File: src/ist_pkg.sv
`timescale 1ns / 1ps
`default_nettype none
// ----------------------------------------------------------------------------
// ist_pkg
// shared types and constants of the id slot table set
// ----------------------------------------------------------------------------
package ist_pkg;

    localparam int ID_W  = 32;
    localparam int CNT_W = 6;

    typedef enum logic [2:0] {
        REQ_ADD   = 3'd0,
        REQ_HAS   = 3'd1,
        REQ_DEL   = 3'd2,
        REQ_FIRST = 3'd3,
        REQ_NEXT  = 3'd4
    } req_t;

    // request word as it travels down the chain of cells
    typedef struct packed {
        logic            live;
        req_t            req;
        logic [ID_W-1:0] id;
        logic            done;
        logic [ID_W-1:0] hit_id;
    } wave_t;

    // result word
    typedef struct packed {
        logic             found;
        logic [ID_W-1:0]  id_out;
        logic [CNT_W-1:0] entry_count;
        logic             is_empty;
        logic             is_full;
    } rsp_t;

endpackage
`default_nettype wire

File: src/ist_cell.sv
`timescale 1ns / 1ps
`default_nettype none
// ----------------------------------------------------------------------------
// ist_cell
// one slot of the table; acts on the passing request word and hands it on
// ----------------------------------------------------------------------------
module ist_cell
    import ist_pkg::*;
#(
    parameter int CUR_W = 6,
    parameter int INDEX = 0
) (
    input  wire              clk,
    input  wire              rst_n,
    input  wire  [CUR_W-1:0] cursor,
    input  wave_t            wave_in,
    input  wire  [CUR_W-1:0] idx_in,
    output wave_t            wave_out,
    output logic [CUR_W-1:0] idx_out
);

    localparam logic [CUR_W-1:0] MY_IDX = CUR_W'(INDEX);

    logic [ID_W-1:0]  slot_reg;
    logic [ID_W-1:0]  slot_next;
    logic             live_reg;
    wave_t            wave_reg;
    wave_t            wave_next;
    logic [CUR_W-1:0] idx_reg;
    logic [CUR_W-1:0] idx_next;
    logic             take;
    logic             occupied;

    assign occupied = (slot_reg != '0);

    always_comb
    begin
        take = 1'b0;
        case (wave_in.req) inside
            REQ_ADD:          take = (wave_in.id != '0) && !occupied;
            REQ_HAS, REQ_DEL: take = (wave_in.id != '0) && (slot_reg == wave_in.id);
            REQ_FIRST:        take = occupied;
            REQ_NEXT:         take = occupied && (MY_IDX > cursor);
            default:          take = 1'b0;
        endcase
        take = take && wave_in.live && !wave_in.done;

        slot_next = slot_reg;
        wave_next = wave_in;
        idx_next  = idx_in;
        if (take)
        begin
            wave_next.done = 1'b1;
            idx_next       = MY_IDX;
            case (wave_in.req) inside
                REQ_ADD:              slot_next = wave_in.id;
                REQ_DEL:              slot_next = '0;
                REQ_FIRST, REQ_NEXT:  wave_next.hit_id = slot_reg;
                default:              slot_next = slot_reg;
            endcase
        end
    end

    always_ff @(posedge clk or negedge rst_n)
    begin
        if (!rst_n)
        begin
            slot_reg <= '0;
            live_reg <= 1'b0;
        end
        else
        begin
            slot_reg <= slot_next;
            live_reg <= wave_in.live;
        end
    end

    always_ff @(posedge clk)
    begin
        wave_reg <= wave_next;
        idx_reg  <= idx_next;
    end

    always_comb
    begin
        wave_out      = wave_reg;
        wave_out.live = live_reg;
    end

    assign idx_out = idx_reg;

endmodule
`default_nettype wire

File: config.mk
export PLATFORM = sky130hd
export DESIGN_NAME = ist_cell
export DESIGN_NICKNAME = d
export VERILOG_FILES = /design/src/ist_pkg.sv /design/src/ist_cell.sv
export SDC_FILE = /design/constraint.sdc
export NUM_CORES = 1
export LEC_CHECK = 0
export ABC_CLOCK_PERIOD_IN_PS = 6300
export BUFFER_PORTS_ARGS = -buffer_cell sky130_fd_sc_hd__buf_2
export CORE_ASPECT_RATIO = 1.75
export CORE_MARGIN = 8
export CORE_UTILIZATION = 51
export CTS_CLUSTER_DIAMETER = 40
export DETAILED_ROUTE_END_ITERATION = 6
export PLACE_DENSITY = 0.89
export SLEW_MARGIN = 0
export SYNTH_ARGS = -nofsm -noshare
export SYNTH_HDL_FRONTEND = slang
export SYNTH_SLANG_ARGS = --single-unit
File: constraint.sdc
create_clock -name clk -period 6.3 [get_ports clk]
set_clock_uncertainty 0.15 [all_clocks]
set_input_delay 0.63 -clock clk [delete_from_list [all_inputs] [get_ports clk]]
set_output_delay 0.63 -clock clk [all_outputs]
set_load 0.005 [all_outputs]
==> results.cfg <==
[clocking]
root_buffer = clkbuf_16
cts_resized = 0
cts_buffers = 9
cts_tree = built
postCtsSetupRepairBufs = 0
htreeDepth = 3
cts_sinks = 107
cts-hold-fix-buffers = 0
cts_buffer_depth = 2
clkTransAtPathRegs_ns = 0.07
clock_latency_ns = 0.34

[floorplanning]
die_area_um2 = 10580
initial_core_util = 0.5257
io_pins = 158
num_rows = 41
die-height_um = 130.2
die_x_um = 81.27
core_area_um2 = 7233

[power_and_ir_drop]
fin_total_pwr_mw = 1.620
combPwrFrac = 0.136
ir_drop_mv = 0.2112
switching_share = 0.2515
clkPwrFrac = 0.344
pwr-share-seq = 0.520
power.density_nw_per_um2 = 330.5
leakage_nw = 2.467
internal-power_mw = 1.213
p_sw_uw = 407.4

[detailed_routing]
routedWlPerCell_um = 19.89
route.vias.total = 2864
avgViaCountPerCell = 5.561
drtIter0Drc = 134
dr.pass1.iters = 4
routed_wl_um = 10240
drc = 0
antenna_left = 0

[worst_setup_path]
worstRegToRegCells = 7
rrSetupSlack_ns = 3.21
end_kind = flip-flop
critPathRequiredTime_ns = 6.37
r2r-end = wave_out[28]
startpoint_type = flip-flop
reg2reg_from = slot_reg[17]
worstSetupPathType = reg2reg
crit_fanout = 19
crit_arrival_ns = 3.16

[cells_and_area]
largest_register_ffs = 68
final_nets = 507
diodes = 0
multiInputGateArea_um2 = 1411
nFillCells = 519
seq_area_um2 = 2307
final_cell_mix = buf_2 (151), dfxtp_1 (74), dfrtp_1 (33)
mostFrequentLayoutCell = buf_2
drive_above_1_share = 0.4779
syn_to_final_growth_pct = 28.92

[synthesis]
synth_nets = 354
avgSynthCellArea_um2 = 14.03
ys_seq_elements = 107
yosysSeqAreaShare = 0.6068
synth.distinct_cells = 27
ys_warn_count = 0
syn-cell-area_um2 = 3802
synth_cells = 271

[timing]
slew_violations = 0
worst-slew-pin-transition_ns = 1.239
rsz0062_at_grt = false
max_freq_mhz = 323.8
period_needed_ns = 3.088
slew_headroom = 0.1738
setup_viol = 0
period_share = 0.4902
timing.final.hold_violations = 0
setup_tns_ns = 0

[status]
status = finished, final reports clean

[hold_path]
worstHoldPathType = in2async

[place]
place_congestion = 0.8292
port-buffer-count = 151
hpwl_um = 7964

[global_routing]
grt-ovfl-total = 0
grt_pass1_wl_um = 15350
grt_pass1_vias = 3082
grt_antenna_before_repair = 0
grt_max_degree = 34
grt_usage = 0.1945

[flow_run]
maxCapViolCount = 0
==> power by group through the flow <==
stage / logic [mW] / clock network [mW] / registers [mW]
finish: 0.220 / 0.557 / 0.843
global route: 0.239 / 0.595 / 0.853
CTS: 0.222 / 0.568 / 0.842
detailed placement: 0.218 / 0 / 0.855
global placement: 0.211 / 0 / 0.850
floorplan: 0.122 / 0 / 0.836
==> final cells by class <==
type,instances,area share
Clock buffer,12,0.05232
Clock inverter,4,0.009954
Sequential cell,107,0.4706
Timing Repair Buffer,153,0.1572
Tap cell,86,0.02195
Multi-Input combinational cell,153,0.2879
==> metrics by stage <==
step / hold slack (ns) / instance area [µm²] / setup WS (ns) / util / cells
CTS: 0.2233 / 4902 / 3.177 / 0.6777 / 515
global route: 0.2649 / 4902 / 3.102 / 0.6777 / 515
finish: 0.2079 / 4902 / 3.212 / 0.6777 / 515
detailed placement: 0.4097 / 4597 / 2.938 / 0.6355 / 499
global placement: 0.3959 / 4597 / 2.977 / 0.6355 / 499
floorplan: 0.1844 / 3802 / 3.949 / - / 271
==> logic make-up (layout without fill, tap and decap cells) <==
| kind of cell | after synthesis | count (layout) | synth area share |
|---|---|---|---|
| DFF | 107 | 107 | 0.6068 |
| and+or+nand+nor | 47 | 47 | 0.07535 |
| AOI/OAI and AO/OA | 41 | 41 | 0.09542 |
| xor gates and xnor gates | 33 | 33 | 0.07601 |
| muxes | 32 | 32 | 0.1244 |
| buffers and inverters | 11 | 169 | 0.02205 |
==> cells in the mapped netlist <==
cell      number  share of area
a21oi_1        1         0.0013
a21oi_2        1         0.0023
a22o_1        32          0.074
and2_1         7          0.012
and4_1         2         0.0046
buf_2          4         0.0053
buf_4          4         0.0079
buf_6          3         0.0089
dfrtp_1       33           0.22
dfxtp_1       74           0.39
mux2_2         2         0.0059
mux2_4        30           0.12
nand2_1        2         0.0020
nand2b_1       2         0.0033
nand3_1        1         0.0013
nand4_1        3         0.0049
nor2_1         3         0.0030
nor3_1         2         0.0026
nor3_2         1         0.0026
nor4_1        24          0.039
o211ai_1       2         0.0039
o211ai_2       1         0.0033
o211ai_4       1         0.0056
o21ai_0        2         0.0026
o21ba_2        1         0.0026
xnor2_1        1         0.0023
xor2_1        32          0.074
==> metal layers <==
layer	up-vias	part of all wire	track usage
met3	33	0.089	0.05647
met5	-	0	0
met2	146	0.55	0.3515
met4	0	0.039	0.1206
li1	1300	-	-
met1	1385	0.32	0.1833
==> worst max path at each step <==
stage / startpoint / end
6_report: slot_reg[17] / wave_out[28]
5_1_grt: slot_reg[17] / wave_out[28]
2_1_floorplan: wave_in[58] / wave_out[10]
3_3_place_gp: wave_in[54] / wave_out[19]
3_5_place_dp: wave_in[54] / wave_out[11]
4_1_cts: slot_reg[17] / wave_out[28]
==> worst max-delay path, cell delays in order, from the launching register on <==
cell      delay [ns]
dfrtp_1         0.44
nor4_1          0.35
and4_1          0.30
a21oi_1         0.09
o21ba_2         0.25
o211ai_4        0.59
buf_4           0.46
mux2_4          0.34
Note: power is estimated with default switching activity, not from simulation.
